--- config.mk ---
export PLATFORM = sky130hd
export DESIGN_NAME = update_transfer_receiver_flat
export DESIGN_NICKNAME = d
export VERILOG_FILES = /design/src/rtl/utr_pkg.sv /design/src/rtl/utr_req_if.sv /design/src/rtl/utr_rsp_if.sv /design/src/rtl/utr_csr.sv /design/src/rtl/utr_core.sv /design/src/rtl/utr_out.sv /design/src/rtl/update_transfer_receiver.sv /design/src/flat_wrapper.sv
export SDC_FILE = /design/constraint.sdc
export NUM_CORES = 1
export LEC_CHECK = 0
export ABC_AREA = 1
export BUFFER_PORTS_ARGS = -buffer_cell sky130_fd_sc_hd__buf_2
export CAP_MARGIN = 25
export CORE_AREA = 4 4 162 321
export CTS_CLUSTER_SIZE = 20
export DETAILED_ROUTE_END_ITERATION = 10
export DIE_AREA = 0 0 166 325
export GPL_TIMING_DRIVEN = 1
export MAX_ROUTING_LAYER = met4
export PLACE_DENSITY = 0.8
export SYNTH_ARGS = -nofsm -noshare
export SYNTH_HDL_FRONTEND = slang
export SYNTH_SLANG_ARGS = --single-unit
--- constraint.sdc ---
create_clock -name clock -period 10.4 [get_ports clock]
set_input_delay 1.04 -clock clock [delete_from_list [all_inputs] [get_ports clock]]
set_output_delay 1.04 -clock clock [all_outputs]
set_load 0.05 [all_outputs]
--- src/rtl/utr_pkg.sv ---
// Shared types, codes and constants of the update transfer receiver.
package utr_pkg;

   localparam logic [2:0] CMD_BEGIN  = 3'd0;
   localparam logic [2:0] CMD_CHUNK  = 3'd1;
   localparam logic [2:0] CMD_ABORT  = 3'd2;
   localparam logic [2:0] CMD_COMMIT = 3'd3;

   localparam logic [1:0] KIND_CREDIT = 2'd0;
   localparam logic [1:0] KIND_ACK    = 2'd1;
   localparam logic [1:0] KIND_NAK    = 2'd2;

   localparam logic [3:0] NAK_OK          = 4'd0;
   localparam logic [3:0] NAK_BAD_MSG     = 4'd1;
   localparam logic [3:0] NAK_UNCONFIRMED = 4'd2;
   localparam logic [3:0] NAK_LOW_BATTERY = 4'd3;
   localparam logic [3:0] NAK_TOO_LARGE   = 4'd4;
   localparam logic [3:0] NAK_BUSY        = 4'd5;
   localparam logic [3:0] NAK_NO_STORAGE  = 4'd6;
   localparam logic [3:0] NAK_YIELD       = 4'd7;
   localparam logic [3:0] NAK_HASH_FAIL   = 4'd8;

   localparam logic [1:0] REG_WINDOW  = 2'd0;
   localparam logic [1:0] REG_QUANTUM = 2'd1;
   localparam logic [1:0] REG_SLOT    = 2'd2;
   localparam logic [1:0] REG_MIN_BAT = 2'd3;

   localparam logic [15:0] RESET_WINDOW  = 16'd512;
   localparam logic [15:0] RESET_QUANTUM = 16'd512;
   localparam logic [31:0] RESET_SLOT    = 32'd262144;
   localparam logic [6:0]  RESET_MIN_BAT = 7'd30;

   localparam logic [15:0] BEGIN_MIN_LEN  = 16'd43;
   localparam logic [15:0] CHUNK_HDR_LEN  = 16'd7;
   localparam logic [15:0] COMMIT_MIN_LEN = 16'd3;
   localparam logic [7:0]  BATTERY_MAX    = 8'd100;

   localparam int MAX_REPLIES = 3;

   typedef struct packed {
      logic [15:0] window_bytes;
      logic [15:0] quantum_bytes;
      logic [31:0] slot_size;
      logic [6:0]  min_battery;
   } cfg_type;

   typedef struct packed {
      logic [2:0]  cmd;
      logic [15:0] msg_len;
      logic [15:0] xfer_id;
      logic [31:0] total_size;
      logic [31:0] chunk_offset;
      logic        image_trusted;
      logic [7:0]  batt_level;
      logic        on_charger;
      logic        erase_ok;
      logic        write_ok;
      logic        hash_match;
      logic        commit_accepted;
   } req_type;

   typedef struct packed {
      logic [1:0]  kind;
      logic [3:0]  code;
      logic [15:0] id;
      logic [31:0] offset;
      logic [15:0] credit;
      logic [31:0] fail;
      logic        touched;
   } reply_type;

   typedef struct packed {
      reply_type [MAX_REPLIES-1:0] rep;
      logic [1:0]                  count;
      logic [15:0]                 accepted;
   } bundle_type;

endpackage

--- src/rtl/utr_req_if.sv ---
// Request channel interface: one decoded message header with service outcomes.
interface utr_req_if;
   logic        valid;
   logic        ready;
   logic [2:0]  cmd;
   logic [15:0] msg_len;
   logic [15:0] xfer_id;
   logic [31:0] total_size;
   logic [31:0] chunk_offset;
   logic        image_trusted;
   logic [7:0]  batt_level;
   logic        on_charger;
   logic        erase_ok;
   logic        write_ok;
   logic        hash_match;
   logic        commit_accepted;

   modport source (
      output valid, cmd, msg_len, xfer_id, total_size, chunk_offset, image_trusted,
             batt_level, on_charger, erase_ok, write_ok, hash_match, commit_accepted,
      input  ready
   );
   modport sink (
      input  valid, cmd, msg_len, xfer_id, total_size, chunk_offset, image_trusted,
             batt_level, on_charger, erase_ok, write_ok, hash_match, commit_accepted,
      output ready
   );
endinterface

--- src/rtl/utr_rsp_if.sv ---
// Response channel interface: one credit, ack or nak reply.
interface utr_rsp_if;
   logic        valid;
   logic        ready;
   logic [1:0]  reply_kind;
   logic [3:0]  nak_code;
   logic [15:0] reply_id;
   logic [31:0] reply_offset;
   logic [15:0] reply_credit;
   logic [15:0] accepted_len;
   logic [31:0] fail_count;
   logic        was_touched;
   logic        last_of_run;

   modport source (
      output valid, reply_kind, nak_code, reply_id, reply_offset, reply_credit,
             accepted_len, fail_count, was_touched, last_of_run,
      input  ready
   );
   modport sink (
      input  valid, reply_kind, nak_code, reply_id, reply_offset, reply_credit,
             accepted_len, fail_count, was_touched, last_of_run,
      output ready
   );
endinterface

--- src/rtl/utr_csr.sv ---
// Configuration registers of the update transfer receiver.
module utr_csr (
   input  logic             clock,
   input  logic             reset,
   input  logic             csr_write,
   input  logic [1:0]       csr_index,
   input  logic [31:0]      csr_wdata,
   output utr_pkg::cfg_type cfg
);

   utr_pkg::cfg_type cfg_ff;

   always_ff @(posedge clock) begin
      if (reset) begin
         cfg_ff.window_bytes  <= utr_pkg::RESET_WINDOW;
         cfg_ff.quantum_bytes <= utr_pkg::RESET_QUANTUM;
         cfg_ff.slot_size     <= utr_pkg::RESET_SLOT;
         cfg_ff.min_battery   <= utr_pkg::RESET_MIN_BAT;
      end else if (csr_write) begin
         case (csr_index)
            utr_pkg::REG_WINDOW:  cfg_ff.window_bytes  <= csr_wdata[15:0];
            utr_pkg::REG_QUANTUM: cfg_ff.quantum_bytes <= csr_wdata[15:0];
            utr_pkg::REG_SLOT:    cfg_ff.slot_size     <= csr_wdata;
            utr_pkg::REG_MIN_BAT: cfg_ff.min_battery   <= csr_wdata[6:0];
            default: ;
         endcase
      end
   end

   assign cfg = cfg_ff;

endmodule

--- src/rtl/utr_core.sv ---
// Input register, transfer state and reply decision for one message header.
module utr_core (
   input  logic                clock,
   input  logic                reset,
   input  utr_pkg::cfg_type    cfg,
   input  logic                req_valid,
   input  utr_pkg::req_type    req_data,
   output logic                req_ready,
   input  logic                out_free,
   output logic                load,
   output utr_pkg::bundle_type bundle
);

   logic             in_vld_ff;
   utr_pkg::req_type in_ff;

   logic        active_ff,  active_in;
   logic [15:0] cur_id_ff,  cur_id_in;
   logic [31:0] total_ff,   total_in;
   logic [31:0] rcvd_ff,    rcvd_in;
   logic [15:0] credit_ff,  credit_in;
   logic [31:0] naks_ff,    naks_in;
   logic        touched_ff, touched_in;

   assign load      = in_vld_ff && out_free;
   assign req_ready = !in_vld_ff || out_free;

   always_comb begin
      logic [1:0]  kd [utr_pkg::MAX_REPLIES];
      logic [3:0]  cd [utr_pkg::MAX_REPLIES];
      logic [1:0]  n;
      logic [1:0]  run;
      logic        batt_ok;
      logic        begin_ok;
      logic        yield;
      logic [15:0] dl_raw;
      logic [15:0] dl;
      logic [32:0] sum;
      logic [15:0] accepted;
      logic        do_clear;

      for (int i = 0; i < utr_pkg::MAX_REPLIES; i++) begin
         kd[i] = utr_pkg::KIND_CREDIT;
         cd[i] = utr_pkg::NAK_OK;
      end
      n        = 2'd0;
      begin_ok = 1'b0;
      do_clear = 1'b0;
      accepted = 16'd0;

      active_in = active_ff;
      cur_id_in = cur_id_ff;
      total_in  = total_ff;
      rcvd_in   = rcvd_ff;
      credit_in = credit_ff;

      batt_ok = in_ff.on_charger || (in_ff.batt_level <= utr_pkg::BATTERY_MAX &&
                in_ff.batt_level >= {1'b0, cfg.min_battery});
      dl_raw  = in_ff.msg_len - utr_pkg::CHUNK_HDR_LEN;
      yield   = dl_raw > cfg.quantum_bytes;
      dl      = yield ? cfg.quantum_bytes : dl_raw;
      sum     = {1'b0, rcvd_ff} + {17'd0, dl};

      if (in_ff.msg_len != 16'd0) begin
         case (in_ff.cmd)
            utr_pkg::CMD_BEGIN: begin
               if (in_ff.msg_len < utr_pkg::BEGIN_MIN_LEN) begin
                  kd[0] = utr_pkg::KIND_NAK; cd[0] = utr_pkg::NAK_BAD_MSG; n = 2'd1;
               end else if (!in_ff.image_trusted) begin
                  kd[0] = utr_pkg::KIND_NAK; cd[0] = utr_pkg::NAK_UNCONFIRMED; n = 2'd1;
               end else if (!batt_ok) begin
                  kd[0] = utr_pkg::KIND_NAK; cd[0] = utr_pkg::NAK_LOW_BATTERY; n = 2'd1;
               end else if (in_ff.total_size == 32'd0 || in_ff.total_size > cfg.slot_size) begin
                  kd[0] = utr_pkg::KIND_NAK; cd[0] = utr_pkg::NAK_TOO_LARGE; n = 2'd1;
               end else if (active_ff && in_ff.xfer_id == cur_id_ff) begin
                  kd[0] = utr_pkg::KIND_ACK; kd[1] = utr_pkg::KIND_CREDIT; n = 2'd2;
               end else if (active_ff) begin
                  kd[0] = utr_pkg::KIND_NAK; cd[0] = utr_pkg::NAK_BUSY; n = 2'd1;
               end else if (!in_ff.erase_ok) begin
                  kd[0] = utr_pkg::KIND_NAK; cd[0] = utr_pkg::NAK_NO_STORAGE; n = 2'd1;
               end else begin
                  begin_ok  = 1'b1;
                  active_in = 1'b1;
                  cur_id_in = in_ff.xfer_id;
                  total_in  = in_ff.total_size;
                  rcvd_in   = 32'd0;
                  credit_in = cfg.window_bytes;
                  kd[0] = utr_pkg::KIND_CREDIT; kd[1] = utr_pkg::KIND_ACK; n = 2'd2;
               end
            end
            utr_pkg::CMD_CHUNK: begin
               if (!active_ff || in_ff.msg_len < utr_pkg::CHUNK_HDR_LEN ||
                   in_ff.xfer_id != cur_id_ff) begin
                  kd[0] = utr_pkg::KIND_NAK; cd[0] = utr_pkg::NAK_BAD_MSG; n = 2'd1;
               end else begin
                  if (yield) begin
                     kd[0] = utr_pkg::KIND_NAK; cd[0] = utr_pkg::NAK_YIELD; n = 2'd1;
                  end
                  if (in_ff.chunk_offset != rcvd_ff) begin
                     kd[n] = utr_pkg::KIND_ACK;
                     kd[n + 2'd1] = utr_pkg::KIND_CREDIT;
                     n = n + 2'd2;
                  end else if (sum > {1'b0, total_ff}) begin
                     kd[n] = utr_pkg::KIND_NAK; cd[n] = utr_pkg::NAK_BAD_MSG;
                     n = n + 2'd1;
                  end else if (dl > credit_ff) begin
                     kd[n] = utr_pkg::KIND_NAK; cd[n] = utr_pkg::NAK_BUSY;
                     kd[n + 2'd1] = utr_pkg::KIND_CREDIT;
                     n = n + 2'd2;
                  end else if (!in_ff.write_ok) begin
                     kd[n] = utr_pkg::KIND_NAK; cd[n] = utr_pkg::NAK_NO_STORAGE;
                     n = n + 2'd1;
                     do_clear = 1'b1;
                  end else begin
                     rcvd_in   = sum[31:0];
                     credit_in = cfg.window_bytes;
                     accepted  = dl;
                     kd[n] = utr_pkg::KIND_ACK;
                     kd[n + 2'd1] = utr_pkg::KIND_CREDIT;
                     n = n + 2'd2;
                  end
               end
            end
            utr_pkg::CMD_ABORT: begin
               do_clear = 1'b1;
               kd[0] = utr_pkg::KIND_CREDIT; n = 2'd1;
            end
            utr_pkg::CMD_COMMIT: begin
               if (!active_ff || in_ff.msg_len < utr_pkg::COMMIT_MIN_LEN ||
                   in_ff.xfer_id != cur_id_ff || rcvd_ff != total_ff) begin
                  kd[0] = utr_pkg::KIND_NAK; cd[0] = utr_pkg::NAK_BAD_MSG; n = 2'd1;
               end else if (!in_ff.hash_match) begin
                  kd[0] = utr_pkg::KIND_NAK; cd[0] = utr_pkg::NAK_HASH_FAIL; n = 2'd1;
                  do_clear = 1'b1;
               end else if (!in_ff.commit_accepted) begin
                  kd[0] = utr_pkg::KIND_NAK; cd[0] = utr_pkg::NAK_NO_STORAGE; n = 2'd1;
                  do_clear = 1'b1;
               end else begin
                  do_clear = 1'b1;
                  kd[0] = utr_pkg::KIND_CREDIT; n = 2'd1;
               end
            end
            default: begin
               kd[0] = utr_pkg::KIND_NAK; cd[0] = utr_pkg::NAK_BAD_MSG; n = 2'd1;
            end
         endcase
      end

      if (do_clear) begin
         active_in = 1'b0;
         cur_id_in = 16'd0;
         total_in  = 32'd0;
         rcvd_in   = 32'd0;
         credit_in = cfg.window_bytes;
      end

      run = 2'd0;
      for (int i = 0; i < utr_pkg::MAX_REPLIES; i++) begin
         if (2'(i) < n && kd[i] == utr_pkg::KIND_NAK) begin
            run = run + 2'd1;
         end
         bundle.rep[i].kind    = kd[i];
         bundle.rep[i].code    = cd[i];
         bundle.rep[i].id      = (kd[i] == utr_pkg::KIND_ACK) ? cur_id_in : 16'd0;
         bundle.rep[i].offset  = (kd[i] == utr_pkg::KIND_ACK) ? rcvd_in : 32'd0;
         bundle.rep[i].credit  = (kd[i] == utr_pkg::KIND_CREDIT) ? credit_in : 16'd0;
         bundle.rep[i].fail    = naks_ff + {30'd0, run};
         bundle.rep[i].touched = touched_ff || begin_ok || (run != 2'd0);
      end
      bundle.count    = n;
      bundle.accepted = accepted;

      naks_in    = naks_ff + {30'd0, run};
      touched_in = touched_ff || begin_ok || (run != 2'd0);
   end

   always_ff @(posedge clock) begin
      if (reset) begin
         in_vld_ff  <= 1'b0;
         active_ff  <= 1'b0;
         cur_id_ff  <= 16'd0;
         total_ff   <= 32'd0;
         rcvd_ff    <= 32'd0;
         credit_ff  <= utr_pkg::RESET_WINDOW;
         naks_ff    <= 32'd0;
         touched_ff <= 1'b0;
      end else begin
         if (req_ready) begin
            in_vld_ff <= req_valid;
         end
         if (load) begin
            active_ff  <= active_in;
            cur_id_ff  <= cur_id_in;
            total_ff   <= total_in;
            rcvd_ff    <= rcvd_in;
            credit_ff  <= credit_in;
            naks_ff    <= naks_in;
            touched_ff <= touched_in;
         end
      end
   end

   always_ff @(posedge clock) begin
      if (req_ready && req_valid) begin
         in_ff <= req_data;
      end
   end

`ifndef SYNTHESIS
   a_empty_msg_no_reply: assert property (@(posedge clock) disable iff (reset)
      load && in_ff.msg_len == 16'd0 |-> bundle.count == 2'd0)
      else $error("empty message produced replies");
   a_hold_until_load: assert property (@(posedge clock) disable iff (reset)
      in_vld_ff && !load |=> in_vld_ff)
      else $error("pending item dropped");
   a_nak_count_step: assert property (@(posedge clock) disable iff (reset)
      load |=> naks_ff - $past(naks_ff) <= 32'd2)
      else $error("nak count jumped");
   a_accept_only_chunk: assert property (@(posedge clock) disable iff (reset)
      load && bundle.accepted != 16'd0 |-> in_ff.cmd == utr_pkg::CMD_CHUNK)
      else $error("bytes accepted outside a chunk");
`endif

endmodule

--- src/rtl/utr_out.sv ---
// Reply buffer that sends the replies of one item one per cycle while rsp_ready is high.
module utr_out (
   input  logic                clock,
   input  logic                reset,
   input  logic                load,
   input  utr_pkg::bundle_type bundle,
   output logic                out_free,
   output logic                rsp_valid,
   input  logic                rsp_ready,
   output utr_pkg::reply_type  rsp_reply,
   output logic [15:0]         rsp_accepted,
   output logic                rsp_last
);

   utr_pkg::reply_type [utr_pkg::MAX_REPLIES-1:0] rep_ff;
   logic [15:0] acc_ff;
   logic [1:0]  cnt_ff;
   logic [1:0]  pos_ff;

   assign rsp_valid    = cnt_ff != 2'd0;
   assign rsp_last     = (pos_ff + 2'd1) == cnt_ff;
   assign rsp_reply    = rep_ff[pos_ff];
   assign rsp_accepted = acc_ff;
   assign out_free     = !rsp_valid || (rsp_ready && rsp_last);

   always_ff @(posedge clock) begin
      if (reset) begin
         cnt_ff <= 2'd0;
         pos_ff <= 2'd0;
      end else if (load) begin
         cnt_ff <= bundle.count;
         pos_ff <= 2'd0;
      end else if (rsp_valid && rsp_ready) begin
         if (rsp_last) begin
            cnt_ff <= 2'd0;
            pos_ff <= 2'd0;
         end else begin
            pos_ff <= pos_ff + 2'd1;
         end
      end
   end

   always_ff @(posedge clock) begin
      if (load) begin
         rep_ff <= bundle.rep;
         acc_ff <= bundle.accepted;
      end
   end

`ifndef SYNTHESIS
   a_pos_in_run: assert property (@(posedge clock) disable iff (reset)
      rsp_valid |-> pos_ff < cnt_ff)
      else $error("reply index beyond run");
   a_last_drains: assert property (@(posedge clock) disable iff (reset)
      rsp_valid && rsp_ready && rsp_last && !load |=> !rsp_valid)
      else $error("run did not end after its last reply");
   a_no_overwrite: assert property (@(posedge clock) disable iff (reset)
      load |-> out_free)
      else $error("replies overwritten before delivery");
`endif

endmodule

--- src/rtl/update_transfer_receiver.sv ---
// Top level of the update transfer receiver.
//
// Usage: req_ch carries one decoded message header per item together with the
// outcomes of the trust, battery, erase, write, hash and commit services.
// rsp_ch returns zero to three replies (credit, ack or nak) per item, one per
// cycle while rsp_ch.ready is high, in order; last_of_run marks the final
// reply of an item. An item with msg_len zero gives no reply. Configuration
// registers are written through csr_write, csr_index and csr_wdata while the
// block is idle. An accepted item sits in the input register until the
// reply buffer is free, then moves into the reply buffer, which drives its
// first reply. Each item holds the reply buffer until its last reply is taken,
// and the next item is loaded as that last reply is accepted; items with no
// reply pass at one item per cycle.
// A new item is taken into the input register while replies are still out.
// Reset (synchronous, active high) clears the transfer, nak count and touched
// flag and loads the configuration defaults. When rsp_ch stalls, the current
// reply holds, the input register fills, and then req_ch.ready drops.
module update_transfer_receiver (
   input  logic        clock,
   input  logic        reset,
   utr_req_if.sink     req_ch,
   utr_rsp_if.source   rsp_ch,
   input  logic        csr_write,
   input  logic [1:0]  csr_index,
   input  logic [31:0] csr_wdata
);

   utr_pkg::cfg_type    cfg;
   utr_pkg::req_type    req_data;
   utr_pkg::bundle_type bundle;
   utr_pkg::reply_type  rsp_reply;
   logic                out_free;
   logic                load;
   logic                req_ready;
   logic                rsp_valid;
   logic [15:0]         rsp_accepted;
   logic                rsp_last;

   assign req_data.cmd             = req_ch.cmd;
   assign req_data.msg_len         = req_ch.msg_len;
   assign req_data.xfer_id         = req_ch.xfer_id;
   assign req_data.total_size      = req_ch.total_size;
   assign req_data.chunk_offset    = req_ch.chunk_offset;
   assign req_data.image_trusted   = req_ch.image_trusted;
   assign req_data.batt_level      = req_ch.batt_level;
   assign req_data.on_charger      = req_ch.on_charger;
   assign req_data.erase_ok        = req_ch.erase_ok;
   assign req_data.write_ok        = req_ch.write_ok;
   assign req_data.hash_match      = req_ch.hash_match;
   assign req_data.commit_accepted = req_ch.commit_accepted;
   assign req_ch.ready             = req_ready;

   utr_csr u_csr (
      .clock     (clock),
      .reset     (reset),
      .csr_write (csr_write),
      .csr_index (csr_index),
      .csr_wdata (csr_wdata),
      .cfg       (cfg)
   );

   utr_core u_core (
      .clock     (clock),
      .reset     (reset),
      .cfg       (cfg),
      .req_valid (req_ch.valid),
      .req_data  (req_data),
      .req_ready (req_ready),
      .out_free  (out_free),
      .load      (load),
      .bundle    (bundle)
   );

   utr_out u_out (
      .clock        (clock),
      .reset        (reset),
      .load         (load),
      .bundle       (bundle),
      .out_free     (out_free),
      .rsp_valid    (rsp_valid),
      .rsp_ready    (rsp_ch.ready),
      .rsp_reply    (rsp_reply),
      .rsp_accepted (rsp_accepted),
      .rsp_last     (rsp_last)
   );

   assign rsp_ch.valid        = rsp_valid;
   assign rsp_ch.reply_kind   = rsp_reply.kind;
   assign rsp_ch.nak_code     = rsp_reply.code;
   assign rsp_ch.reply_id     = rsp_reply.id;
   assign rsp_ch.reply_offset = rsp_reply.offset;
   assign rsp_ch.reply_credit = rsp_reply.credit;
   assign rsp_ch.accepted_len = rsp_accepted;
   assign rsp_ch.fail_count   = rsp_reply.fail;
   assign rsp_ch.was_touched  = rsp_reply.touched;
   assign rsp_ch.last_of_run  = rsp_last;

endmodule
--- src/flat_wrapper.sv ---
// flat-port wrapper written by rule: the top's interface ports become plain ports
module update_transfer_receiver_flat 
  (clock, reset, csr_write, csr_index, csr_wdata, req_ch_valid, req_ch_cmd, req_ch_msg_len, req_ch_xfer_id, req_ch_total_size, req_ch_chunk_offset, req_ch_image_trusted, req_ch_batt_level, req_ch_on_charger, req_ch_erase_ok, req_ch_write_ok, req_ch_hash_match, req_ch_commit_accepted, req_ch_ready, rsp_ch_valid, rsp_ch_reply_kind, rsp_ch_nak_code, rsp_ch_reply_id, rsp_ch_reply_offset, rsp_ch_reply_credit, rsp_ch_accepted_len, rsp_ch_fail_count, rsp_ch_was_touched, rsp_ch_last_of_run, rsp_ch_ready);
  utr_req_if req_ch_i ();
  utr_rsp_if rsp_ch_i ();
  input  logic clock;
  input  logic reset;
  input  logic csr_write;
  input  logic [1:0] csr_index;
  input  logic [31:0] csr_wdata;
  input wire logic [$bits(req_ch_i.valid)-1:0] req_ch_valid;
  input wire logic [$bits(req_ch_i.cmd)-1:0] req_ch_cmd;
  input wire logic [$bits(req_ch_i.msg_len)-1:0] req_ch_msg_len;
  input wire logic [$bits(req_ch_i.xfer_id)-1:0] req_ch_xfer_id;
  input wire logic [$bits(req_ch_i.total_size)-1:0] req_ch_total_size;
  input wire logic [$bits(req_ch_i.chunk_offset)-1:0] req_ch_chunk_offset;
  input wire logic [$bits(req_ch_i.image_trusted)-1:0] req_ch_image_trusted;
  input wire logic [$bits(req_ch_i.batt_level)-1:0] req_ch_batt_level;
  input wire logic [$bits(req_ch_i.on_charger)-1:0] req_ch_on_charger;
  input wire logic [$bits(req_ch_i.erase_ok)-1:0] req_ch_erase_ok;
  input wire logic [$bits(req_ch_i.write_ok)-1:0] req_ch_write_ok;
  input wire logic [$bits(req_ch_i.hash_match)-1:0] req_ch_hash_match;
  input wire logic [$bits(req_ch_i.commit_accepted)-1:0] req_ch_commit_accepted;
  output wire logic [$bits(req_ch_i.ready)-1:0] req_ch_ready;
  output wire logic [$bits(rsp_ch_i.valid)-1:0] rsp_ch_valid;
  output wire logic [$bits(rsp_ch_i.reply_kind)-1:0] rsp_ch_reply_kind;
  output wire logic [$bits(rsp_ch_i.nak_code)-1:0] rsp_ch_nak_code;
  output wire logic [$bits(rsp_ch_i.reply_id)-1:0] rsp_ch_reply_id;
  output wire logic [$bits(rsp_ch_i.reply_offset)-1:0] rsp_ch_reply_offset;
  output wire logic [$bits(rsp_ch_i.reply_credit)-1:0] rsp_ch_reply_credit;
  output wire logic [$bits(rsp_ch_i.accepted_len)-1:0] rsp_ch_accepted_len;
  output wire logic [$bits(rsp_ch_i.fail_count)-1:0] rsp_ch_fail_count;
  output wire logic [$bits(rsp_ch_i.was_touched)-1:0] rsp_ch_was_touched;
  output wire logic [$bits(rsp_ch_i.last_of_run)-1:0] rsp_ch_last_of_run;
  input wire logic [$bits(rsp_ch_i.ready)-1:0] rsp_ch_ready;
  assign req_ch_i.valid = req_ch_valid;
  assign req_ch_i.cmd = req_ch_cmd;
  assign req_ch_i.msg_len = req_ch_msg_len;
  assign req_ch_i.xfer_id = req_ch_xfer_id;
  assign req_ch_i.total_size = req_ch_total_size;
  assign req_ch_i.chunk_offset = req_ch_chunk_offset;
  assign req_ch_i.image_trusted = req_ch_image_trusted;
  assign req_ch_i.batt_level = req_ch_batt_level;
  assign req_ch_i.on_charger = req_ch_on_charger;
  assign req_ch_i.erase_ok = req_ch_erase_ok;
  assign req_ch_i.write_ok = req_ch_write_ok;
  assign req_ch_i.hash_match = req_ch_hash_match;
  assign req_ch_i.commit_accepted = req_ch_commit_accepted;
  assign req_ch_ready = req_ch_i.ready;
  assign rsp_ch_valid = rsp_ch_i.valid;
  assign rsp_ch_reply_kind = rsp_ch_i.reply_kind;
  assign rsp_ch_nak_code = rsp_ch_i.nak_code;
  assign rsp_ch_reply_id = rsp_ch_i.reply_id;
  assign rsp_ch_reply_offset = rsp_ch_i.reply_offset;
  assign rsp_ch_reply_credit = rsp_ch_i.reply_credit;
  assign rsp_ch_accepted_len = rsp_ch_i.accepted_len;
  assign rsp_ch_fail_count = rsp_ch_i.fail_count;
  assign rsp_ch_was_touched = rsp_ch_i.was_touched;
  assign rsp_ch_last_of_run = rsp_ch_i.last_of_run;
  assign rsp_ch_i.ready = rsp_ch_ready;
  update_transfer_receiver u_core (.clock(clock), .reset(reset), .req_ch(req_ch_i), .rsp_ch(rsp_ch_i), .csr_write(csr_write), .csr_index(csr_index), .csr_wdata(csr_wdata));
endmodule
==> impl_results.md, run 1 <==
* CP Launch Type: flip-flop
* Crit path kind: reg2reg
* Detail Route Antenna Nets at 0
* Most common cell after layout, fill and taps aside: nor2_1
* CP arrival at 9.92 ns
* Share of layout cells above drive strength 1 at 13.0%
* P&R area growth vs syn at 11.5%
* Fmax at 106 MHz
* Distinct cells, synth at 60
* Hold EP: u_core.u_csr.cfg[34]
* Hold path depth at 2
* Clk_lat worst skew at 0.62 ns
* Rows at 116
* Syn. warnings at 0
* Reg2reg start: u_core.u_core.in_ff[94]
* Largest net degree at the start of global routing at 93
* Crit. End Element: flip-flop
* Post-synth EDFFs at 350
* Hpwl dp at 64500 um
* Fin Hold WS at 0.460 ns
* CTS Sinks at 556
* Flops & latches, synth at 556
* Min-Delay Path Class: reg2reg
* CP max stage delay at 0.44 ns
* Initial Utilization at 59.3%
* DR vias at 24916
* Maximum clock path buffer count at 3
* Syn Inst Count at 3415
* Pins Over Slew Limit at 0
* Vias in the first global route at 24078
* Static leakage at 13.9 nW
* Top FF cell, synth: edfxtp_1
* Crit share post-route at 90.9%
* Data required, critical path at 10.87 ns
* Initial DRC count at 2068
* Min-delay src: u_core.u_csr.cfg[34]
* Crit path buffers/inverters at 7
* Worst Tran Pin Value at 1.09 ns
* Final setup viols at 0
* Seq/Total Area, Yosys at 49.6%
* Die ar. at 0.0540 mm^2
* Reg clk slew, reported paths at 0.07 ns
* Routed WL per cell at 20.3 um
* RD Place Congestion at 1.01
* RSZ-0062 raised after global routing: false
* Die W at 166 um
* Routed wire length at 87500 um
* Asr flop ratio synth at 0%
* Ports at 274
* R2r setup slk at 0.95 ns
* Post-CTS Hold Buffers at 0
* Detailed Routing Iterations Pass 1 at 5
* Cell Area, Synth at 0.0295 mm^2
* Max Cap Viol at 0
* CTS H-tree lvls at 2
* Power Dens Cells at 159 mW/mm^2
* Crit path top cell by count: nand2_1
* CTS Root Cell: clkbuf_16
* Global Route Usage Sum at 32.6%
* Commonest non-fill, non-tap cells in the layout: nor2_1 (552), nand2_1 (497), inv_1 (370), edfxtp_1 (350), buf_2 (273)
* First-pass GRT wire length at 134000 um
* GRT overflow at 0
* Die height at 325 um
* Initial antenna violation count at 0
* Syn_area_per_cell at 8.64 um^2
* DRC at 0
* Tmin final at 9.45 ns
* Reg-to-reg endpoint: u_core.u_core.naks_ff[30]
* Maximum fanout along the worst path at 37
* Max VDD drop at 0.000140 V
* Port Buf Inserts at 273
* Final Hold Fails at 0
* Rel. slew slack at 26.6%
* Worst Skew at 0.0225 ns
* Mean number of vias per cell at 5.79
* CTS tree: yes
* Syn_nets at 3698
* NumNets Final at 3893
* Cts bufs inserted at 49
* Sum of negative setup slack at 0 ns
* Crit path max-delay family: simple AND/OR/NAND/NOR gates
* Core area at 0.0498 mm^2
* Slowest CP cell: edfxtp_1
* Worst-case reg-to-reg path depth at 52
* Outcome: finished clean
## worst register-to-register path: cells and delay by family, from the launching register on
kind	cells	cell delay, ns
compound gates	10	2.05
xor+xnor	4	0.57
fa+ha+maj	6	1.63
buf+inv	7	0.72
flops	1	0.44
simple gates	25	3.87
## registers in the layout, summed over array words and instances, names as in the netlist
signal                     flops
u_core.u_csr.cfg              71
u_core.u_core.credit_ff       16
u_core.u_core.cur_id_ff       16
u_core.u_core.touched_ff       1
u_core.u_core.naks_ff         32
u_core.u_core.active_ff        1
u_core.u_core.rcvd_ff         32
u_core.u_out.cnt_ff            2
u_core.u_core.total_ff        32
u_core.u_core.in_ff          113
u_core.u_out.rep_ff          221
u_core.u_out.pos_ff            2
u_core.u_core.in_vld_ff        1
u_core.u_out.rsp_accepted     16
## metal layers
metal	track usage (%)	share of wire, %	up-vias
met5	-	0	-
met4	21.5	8.4	0
met3	3.56	6.2	357
met2	57.2	52	1150
met1	34.5	34	11565
li1	-	-	11844
## cells by family (layout without fill, tap and decap cells)
group	Yosys count	count (layout)	synth area share [%]
xor+xnor	157	157	4.66
other cells	0	1	0
buf+inv	558	794	7.69
compound gates	694	694	13.4
flops	556	556	49.6
simple gates	1319	1319	19.1
fa+ha+maj	131	131	5.61
## synthesized netlist by cell type, types with 52 or more instances
cell | count | area (um^2)
nor2_1 | 557 | 2090
o21ai_1 | 91 | 455
nand3_1 | 92 | 460
edfxtp_1 | 350 | 10500
xor2_1 | 142 | 1240
o211ai_1 | 52 | 390
dfxtp_1 | 206 | 4120
o21ai_0 | 258 | 1290
ha_1 | 129 | 1610
inv_1 | 371 | 1390
clkbuf_1 | 92 | 345
a21oi_1 | 162 | 811
nand2_1 | 497 | 1870
## where the power goes
group	internal, W	switching, W
clock	0.00108	0.000857
sequential	0.00244	0.0000566
combinational	0.000221	0.000568
total	0.00374	0.00148
## stage by stage
stage	instance area (um^2)	total power (W)	util, %	setup WS [ns]	instances
final	32900	0.00523	66.1	0.949	4301
after global routing	32900	0.00541	66.1	0.0460	4300
after CTS	32900	0.00524	66.0	0.671	4298
after detailed placement	31200	0.00333	62.6	0.771	4206
after global placement	31200	0.00332	62.6	1.00	4206
after floorplan	29500	0.00309	-	2.38	3415
## final cells by class
| cell class | instances | area (um^2) |
|---|---|---|
| Tap cell | 649 | 812 |
| Inverter | 397 | 1500 |
| Fill cell | 4125 | 16900 |
| Clock inverter | 34 | 430 |
| Sequential cell | 556 | 14600 |
| Multi-Input combinational cell | 2301 | 12600 |
| Clock buffer | 58 | 1260 |
| Antenna cell | 1 | 2.50 |
| Timing Repair Buffer | 305 | 1630 |
## worst max path at each step
| stage | startpoint | end | slack (ns) | cells after the start |
|---|---|---|---|---|
| global route | u_core.u_core.in_ff[98] | u_core.u_core.naks_ff[30] | 0.05 | 51 |
| finish | u_core.u_core.in_ff[94] | u_core.u_core.naks_ff[30] | 0.95 | 52 |
| detailed placement | u_core.u_core.in_ff[94] | u_core.u_core.naks_ff[30] | 0.77 | 52 |
| CTS | u_core.u_core.in_ff[94] | u_core.u_core.naks_ff[30] | 0.67 | 52 |
| floorplan | u_core.u_core.in_ff[94] | u_core.u_out.rep_ff[134] | 2.38 | 52 |
| global placement | u_core.u_core.in_ff[94] | u_core.u_core.naks_ff[30] | 1.00 | 52 |
## timing repair
action	in CTS	in global routing
buffers inserted	0	0
resized for setup	0	13
setup endpoints to repair	0	37
Power figures use the tool's default switching activity.
==> run 2: changes to the inputs <==
--- a/config.mk
+++ b/config.mk
@@ -8,13 +8,12 @@
 export ABC_AREA = 1
 export BUFFER_PORTS_ARGS = -buffer_cell sky130_fd_sc_hd__buf_2
 export CAP_MARGIN = 25
-export CORE_AREA = 4 4 162 321
+export CORE_AREA = 4 4 248 493
 export CTS_CLUSTER_SIZE = 20
 export DETAILED_ROUTE_END_ITERATION = 10
-export DIE_AREA = 0 0 166 325
+export DIE_AREA = 0 0 252 497
 export GPL_TIMING_DRIVEN = 1
 export MAX_ROUTING_LAYER = met4
-export PLACE_DENSITY = 0.8
 export SYNTH_ARGS = -nofsm -noshare
 export SYNTH_HDL_FRONTEND = slang
 export SYNTH_SLANG_ARGS = --single-unit
==> impl_results.md, run 2 (synthesis results as in run 1) <==
* Outcome: finished clean (unchanged)
* Reg power frac at 45.4% (was 47.8%)
* Rows at 179 (was 116)
* Share of layout cells above drive strength 1 at 14.5% (was 13.0%)
* Die height at 497 um (was 325 um)
* First-pass GRT wire length at 153000 um (was 134000 um)
* Global Route Usage Sum at 16.6% (was 32.6%)
* Crit path top cell by count: nand2_1 (unchanged)
* Fmax at 104 MHz (was 106 MHz)
* Final Hold Fails at 0 (unchanged)
* Slowest CP cell: edfxtp_1 (unchanged)
* Core area at 0.119 mm^2 (was 0.0498 mm^2)
* Worst-case reg-to-reg path depth at 61 (was 52)
* Power Dens Cells at 159 mW/mm^2 (about the same)
* Crit. End Element: flip-flop (unchanged)
* Commonest non-fill, non-tap cells in the layout: nor2_1 (553), nand2_1 (496), inv_1 (370), edfxtp_1 (350), buf_2 (273) (was nor2_1 (552), nand2_1 (497), inv_1 (370), edfxtp_1 (350), buf_2 (273))
* Max VDD drop at 0.000124 V (was 0.000140 V)
* Worst Tran Pin Value at 1.01 ns (was 1.09 ns)
* Logic pwr share at 15.3% (was 15.1%)
* CP Launch Type: flip-flop (unchanged)
* Data required, critical path at 10.89 ns (was 10.87 ns)
* Sum of negative setup slack at 0 ns (unchanged)
* CTS tree: yes (unchanged)
* Initial antenna violation count at 5 (was 0)
* Detail Route Antenna Nets at 0 (unchanged)
* Hpwl dp at 79000 um (was 64500 um)
* Sw Pwr at 0.00162 W (was 0.00148 W)
* Vias in the first global route at 24029 (was 24078)
* Crit path max-delay family: simple AND/OR/NAND/NOR gates (unchanged)
* Port Buf Inserts at 273 (unchanged)
* RD Place Congestion at 0.946 (was 1.01)
* Placed Area at 0.0326 mm^2 (was 0.0312 mm^2)
* Routed wire length at 104000 um (was 87500 um)
* Reg2reg start: u_core.u_core.in_ff[94] (unchanged)
* Switch share at 29.4% (was 28.3%)
* Largest register FFs at 221 (unchanged)
* Maximum fanout along the worst path at 15 (was 37)
* RSZ-0062 raised after global routing: false (unchanged)
* Initial DRC count at 1269 (was 2068)
* CTS Root Cell: clkbuf_16 (unchanged)
* Hold path depth at 2 (unchanged)
* Filler cell count in the final layout at 12639 (was 4125)
* NumNets Final at 3940 (was 3893)
* CP arrival at 10.12 ns (was 9.92 ns)
* Tmin final at 9.64 ns (was 9.45 ns)
* WP depth at 61 (was 52)
* Pins Over Slew Limit at 0 (unchanged)
* Min-Delay Path Class: reg2reg (unchanged)
* Clk_lat worst skew at 0.68 ns (was 0.62 ns)
* Rel. slew slack at 32.6% (was 26.6%)
* Reg clk slew, reported paths at 0.06 ns (was 0.07 ns)
* Int Power at 0.00389 W (was 0.00374 W)
* Cts bufs inserted at 57 (was 49)
* Most common cell after layout, fill and taps aside: nor2_1 (unchanged)
* Min-delay src: u_core.u_csr.cfg[36] (was u_core.u_csr.cfg[34])
* Largest Register: u_core.u_out.rep_ff (unchanged)
* Finished Cell Area at 0.0346 mm^2 (was 0.0329 mm^2)
* Post-CTS Setup Bufs at 0 (unchanged)
* Crit path kind: reg2reg (unchanged)
* CTS Sinks at 556 (unchanged)
* Initial Utilization at 24.8% (was 59.3%)
* Ports at 274 (unchanged)
* Clock network fraction of design power at 39.3% (was 37.1%)
* CP max stage delay at 0.45 ns (was 0.44 ns)
* Die W at 252 um (was 166 um)
* Worst Skew at 0.0456 ns (was 0.0225 ns)
* Static leakage at 14.2 nW (was 13.9 nW)
* CTS H-tree lvls at 2 (unchanged)
* Largest net degree at the start of global routing at 115 (was 93)
* Final setup viols at 0 (unchanged)
* Crit share post-route at 92.6% (was 90.9%)
* CP startpoint: u_core.u_core.in_ff[94] (unchanged)
* Mean number of vias per cell at 4.61 (was 5.79)
* Die ar. at 0.125 mm^2 (was 0.0540 mm^2)
* DRC at 0 (unchanged)
* P&R area growth vs syn at 17.4% (was 11.5%)
* Maximum clock path buffer count at 3 (unchanged)
* GRT overflow at 0 (unchanged)
* Final core occ at 29.2% (was 66.1%)
* Crit path buffers/inverters at 13 (was 7)
* DR vias at 24185 (was 24916)
* Detailed Routing Iterations Pass 1 at 5 (unchanged)
* Max Cap Viol at 0 (unchanged)
* Routed WL per cell at 19.8 um (was 20.3 um)
## run 2: changes by cell type in the layout (fill, tap and decap cells not counted), sizes merged
cell	change
clkinv	+2
inv	+2
bufinv	-3
clkinvlp	+1
buf	+39
clkbuf	+14
## run 2: worst paths after layout
check,slack [ns],to
setup / recovery,0.76,u_core.u_core.naks_ff[29]
hold / removal,0.46,u_core.u_csr.cfg[36]
setup reg to reg,0.76,u_core.u_core.naks_ff[29]
hold reg to reg,0.46,u_core.u_csr.cfg[36]
## run 2: power groups by stage
| stage | Clock, W | Combinational [W] | Sequential, W |
|---|---|---|---|
| 2_1_floorplan | 0 | 0.000546 | 0.00254 |
| 3_3_place_gp | 0 | 0.000848 | 0.00255 |
| 3_5_place_dp | 0 | 0.000853 | 0.00255 |
| 4_1_cts | 0.00225 | 0.000856 | 0.00250 |
| 5_1_grt | 0.00233 | 0.000929 | 0.00251 |
| 6_report | 0.00217 | 0.000846 | 0.00250 |
## run 2: final cells by class
type / count / area [um^2] / share of cell area (%)
clock buffers: 72 / 1590 / 4.59
multi-input cells: 2301 / 12600 / 36.5
diodes: 1 / 2.50 / 0.00723
flip-flops and latches: 556 / 14600 / 42.3
clock inverters: 36 / 358 / 1.03
repair buffers: 344 / 1960 / 5.67
inverters: 397 / 1500 / 4.34
well taps: 1538 / 1920 / 5.56
## run 2: repair_timing
action | in CTS | in global routing
hold buffers | 0 | 0
setup endpoints to repair | 0 | 47
gates resized for setup | 0 | 13
## run 2: metrics by stage
stage | setup slack, ns | instances | hold WS (ns) | power, W
after CTS | 0.448 | 5243 | 0.464 | 0.00560
final | 0.765 | 5245 | 0.460 | 0.00551
after global placement | 0.649 | 5134 | 0.452 | 0.00339
after floorplan | 2.38 | 3415 | 0.435 | 0.00309
after detailed placement | 0.477 | 5135 | 0.452 | 0.00340
after global routing | 0.0126 | 5245 | 0.481 | 0.00577
## run 2: per-layer routing
layer | GRT usage (%) | up-vias | share of wire [%]
li1 | - | 11952 | -
met4 | 8.58 | 0 | 6.2
met3 | 1.90 | 218 | 3.8
met5 | - | - | 0
met2 | 30.1 | 644 | 53
met1 | 17.6 | 11371 | 37
## run 2: worst min-delay path: cells and delay by family, from the launching register on
kind / cells / cell delay (ns)
flops: 1 / 0.29
buf+inv: 1 / 0.06
compound gates: 1 / 0.06
==> run 3: changes to the inputs <==
--- a/config.mk
+++ b/config.mk
@@ -8,12 +8,13 @@
 export ABC_AREA = 1
 export BUFFER_PORTS_ARGS = -buffer_cell sky130_fd_sc_hd__buf_2
 export CAP_MARGIN = 25
-export CORE_AREA = 4 4 248 493
+export CORE_AREA = 4 4 379 381
 export CTS_CLUSTER_SIZE = 20
 export DETAILED_ROUTE_END_ITERATION = 10
-export DIE_AREA = 0 0 252 497
+export DIE_AREA = 0 0 383 385
 export GPL_TIMING_DRIVEN = 1
 export MAX_ROUTING_LAYER = met4
 export SYNTH_ARGS = -nofsm -noshare
 export SYNTH_HDL_FRONTEND = slang
+export SYNTH_HIERARCHICAL = 1
 export SYNTH_SLANG_ARGS = --single-unit
==> impl_results.md, run 3 <==
* Crit. End Element: flip-flop (unchanged)
* Detailed Routing Iterations Pass 1 at 6 (was 5)
* CP max stage delay at 0.49 ns (was 0.45 ns)
* Worst-case reg-to-reg path depth at 60 (was 61)
* Clk_lat worst skew at 0.69 ns (was 0.68 ns)
* Largest Register: u_core/u_out/rep_ff (was u_core.u_out.rep_ff)
* Asr flop ratio synth at 0% (unchanged)
* Initial antenna violation count at 20 (was 5)
* Sum of negative setup slack at 0 ns (unchanged)
* Detail Route Antenna Nets at 0 (unchanged)
* CTS Sinks at 644 (was 556)
* Distinct cells, synth at 54 (was 60)
* Sw Pwr at 0.00203 W (was 0.00162 W)
* Crit path max-delay family: simple AND/OR/NAND/NOR gates (unchanged)
* Switch share at 29.8% (was 29.4%)
* Die height at 385 um (was 497 um)
* CTS resizes at 0 (unchanged)
* Vias in the first global route at 25773 (was 24029)
* Crit path top cell by count: nand2_1 (unchanged)
* Placed Area at 0.0375 mm^2 (was 0.0326 mm^2)
* Crit path kind: reg2reg (unchanged)
* Data required, critical path at 11.01 ns (was 10.89 ns)
* Min-delay src: u_core/u_csr/cfg[25] (was u_core.u_csr.cfg[36])
* Hold EP: u_core/u_csr/cfg[25] (was u_core.u_csr.cfg[36])
* Global Route Usage Sum at 15.4% (was 16.6%)
* Logic pwr share at 15.7% (was 15.3%)
* Pins Over Slew Limit at 0 (unchanged)
* Reg2reg start: u_core/u_core/in_ff[97] (was u_core.u_core.in_ff[94])
* Worst Skew at 0.0308 ns (was 0.0456 ns)
* Filler cell count in the final layout at 15122 (was 12639)
* Cell Area, Synth at 0.0349 mm^2 (was 0.0295 mm^2)
* Hpwl dp at 83700 um (was 79000 um)
* Post-synth EDFFs at 438 (was 350)
* Commonest non-fill, non-tap cells in the layout: nand2_1 (702), nor2_1 (656), inv_1 (459), edfxtp_1 (438), nand3_1 (302) (was nor2_1 (553), nand2_1 (496), inv_1 (370), edfxtp_1 (350), buf_2 (273))
* RSZ-0062 raised after global routing: false (unchanged)
* Die ar. at 0.147 mm^2 (was 0.125 mm^2)
* GRT overflow at 0 (unchanged)
* Most frequent cell after synthesis: nand2_1 (was nor2_1)
* Syn Inst Count at 4050 (was 3415)
* Largest register FFs at 309 (was 221)
* Finished Cell Area at 0.0402 mm^2 (was 0.0346 mm^2)
* Min-Delay Path Class: reg2reg (unchanged)
* Worst Tran Pin Value at 1.00 ns (was 1.01 ns)
* Mean number of vias per cell at 4.42 (was 4.61)
* Ports at 274 (unchanged)
* Reg clk slew, reported paths at 0.06 ns (about the same)
* Maximum clock path buffer count at 3 (unchanged)
* Synth area leaders: edfxtp_1 (38%), dfxtp_1 (12%), nand2_1 (7.6%) (was edfxtp_1 (36%), dfxtp_1 (14%), nor2_1 (7.1%))
* Final setup viols at 0 (unchanged)
* Slowest CP cell: edfxtp_1 (unchanged)
* Initial DRC count at 2487 (was 1269)
* Seq/Total Area, Yosys at 49.5% (was 49.6%)
* Hold path depth at 2 (unchanged)
* Crit share post-route at 91.3% (was 92.6%)
* Top FF cell, synth: edfxtp_1 (unchanged)
* Power Dens Cells at 169 mW/mm^2 (was 159 mW/mm^2)
* Int Power at 0.00477 W (was 0.00389 W)
* Max Cap Viol at 0 (unchanged)
* CTS H-tree lvls at 3 (was 2)
* Rows at 138 (was 179)
* Fin Hold WS at 0.459 ns (was 0.460 ns)
* Routed wire length at 112000 um (was 104000 um)
* CTS tree: yes (unchanged)
* Tmin final at 9.49 ns (was 9.64 ns)
* Flops & latches, synth at 644 (was 556)
* Most common cell after layout, fill and taps aside: nand2_1 (was nor2_1)
* CP Launch Type: flip-flop (unchanged)
* Syn. warnings at 6 (was 0)
* DR vias at 27348 (was 24185)
* Post-CTS Hold Buffers at 0 (unchanged)
* Share of layout cells above drive strength 1 at 13.5% (was 14.5%)
* Port Buf Inserts at 273 (unchanged)
* First-pass GRT wire length at 166000 um (was 153000 um)
* Reg-to-reg endpoint: u_core/u_core/naks_ff[26] (was u_core.u_core.naks_ff[29])
* Syn_area_per_cell at 8.63 um^2 (was 8.64 um^2)
* Largest net degree at the start of global routing at 100 (was 115)
* Static leakage at 16.9 nW (was 14.2 nW)
* Post-CTS Setup Bufs at 0 (unchanged)
* Final Hold Fails at 0 (unchanged)
* Outcome: finished clean (unchanged)
* Routed WL per cell at 18.1 um (was 19.8 um)
* Crit path buffers/inverters at 9 (was 13)
* Rel. slew slack at 33.0% (was 32.6%)
* RD Place Congestion at 0.935 (was 0.946)
* R2r setup slk at 0.91 ns (was 0.76 ns)
* Synth cell count leaders: nand2_1 (705), nor2_1 (660), inv_1 (462), edfxtp_1 (438), nand3_1 (302) (was nor2_1 (557), nand2_1 (497), inv_1 (371), edfxtp_1 (350), o21ai_0 (258))
* Initial Utilization at 24.9% (was 24.8%)
* CTS Root Cell: clkbuf_16 (unchanged)
* Die W at 383 um (was 252 um)
* Reg power frac at 44.3% (was 45.4%)
* Fmax at 105 MHz (was 104 MHz)
* Top-area cell type share of the netlist area at 37.6% (was 35.6%)
* NumNets Final at 4505 (was 3940)
* Clock network fraction of design power at 39.9% (was 39.3%)
* P&R area growth vs syn at 15.0% (was 17.4%)
* CP arrival at 10.10 ns (was 10.12 ns)
* Cts bufs inserted at 79 (was 57)
* Synth area leader: edfxtp_1 (unchanged)
* Maximum fanout along the worst path at 10 (was 15)
* DRC at 0 (unchanged)
* Core area at 0.141 mm^2 (was 0.119 mm^2)
* Max VDD drop at 0.000128 V (was 0.000124 V)
-- run 3: cell count changes after synthesis, sizes merged, moves of 32 or more --
| cell | change |
|---|---|
| nand2 | +202 |
| o31ai | +86 |
| edfxtp | +88 |
| nand3 | +218 |
| inv | +83 |
| o211ai | -49 |
| a21oi | +78 |
| buf | +145 |
| nor2 | +100 |
| o22ai | -32 |
| o21ai | -211 |
| a22o | -35 |
-- run 3: per-stage QoR --
| step | utilization (%) | setup slack (ns) | std cells | power [W] |
|---|---|---|---|---|
| floorplan | - | 2.00 | 4104 | 0.00382 |
| global placement | 26.7 | 0.329 | 6025 | 0.00412 |
| detailed placement | 26.7 | 0.156 | 6025 | 0.00413 |
| CTS | 28.5 | 0.0820 | 6173 | 0.00689 |
| global route | 28.6 | 0.0319 | 6180 | 0.00713 |
| finish | 28.6 | 0.907 | 6182 | 0.00680 |
-- run 3: power groups by stage --
stage	combinational (W)	sequential, W	clock [W]
6_report	0.00107	0.00301	0.00271
5_1_grt	0.00119	0.00303	0.00291
4_1_cts	0.00107	0.00301	0.00281
3_5_place_dp	0.00106	0.00307	0
3_3_place_gp	0.00105	0.00306	0
2_1_floorplan	0.000781	0.00304	0
-- run 3: final cells by class --
class | count | area (um^2) | area share [%]
clock buffers | 105 | 2200 | 5.46
repair buffers | 314 | 1720 | 4.28
diodes | 6 | 15.0 | 0.0374
well taps | 1890 | 2360 | 5.88
clock inverters | 43 | 384 | 0.956
multi-input cells | 2706 | 14400 | 35.9
flip-flops and latches | 644 | 17300 | 43.0
inverters | 474 | 1790 | 4.47
-- run 3: logic make-up after synthesis --
family / share of synthesized area, %
AO/OA/AOI/OAI: 9.39
adder cells (fa/ha/maj): 4.84
AND/OR/NAND/NOR: 22.4
buffers and inverters: 10.0
XOR/XNOR: 3.86
other: 0.0107
flip-flops: 49.5
-- run 3: worst max path at each step --
stage	startpoint	to	slack, ns	depth (start not counted)
floorplan	u_core/u_core/in_ff[94]	u_core/u_out/rep_ff[233]	2.00	56
global placement	u_core/u_core/in_ff[94]	u_core/u_core/naks_ff[26]	0.33	57
detailed placement	u_core/u_core/in_ff[94]	u_core/u_core/naks_ff[26]	0.16	57
CTS	u_core/u_core/in_ff[94]	u_core/u_core/naks_ff[26]	0.08	57
global route	u_core/u_core/in_ff[94]	u_core/u_core/naks_ff[26]	0.03	58
finish	u_core/u_core/in_ff[97]	u_core/u_core/naks_ff[26]	0.91	60
-- run 3: layer usage --
metal,track usage [%],part of all wire [%]
met1,20.3,45
met2,24.0,46
met3,2.90,6.3
met4,4.80,3.2
met5,-,0
-- run 3: worst min-delay path, stage by stage (launching register included) --
cell,delay [ns]
dfxtp_1,0.32
nand2_1,0.05
nand3_1,0.05
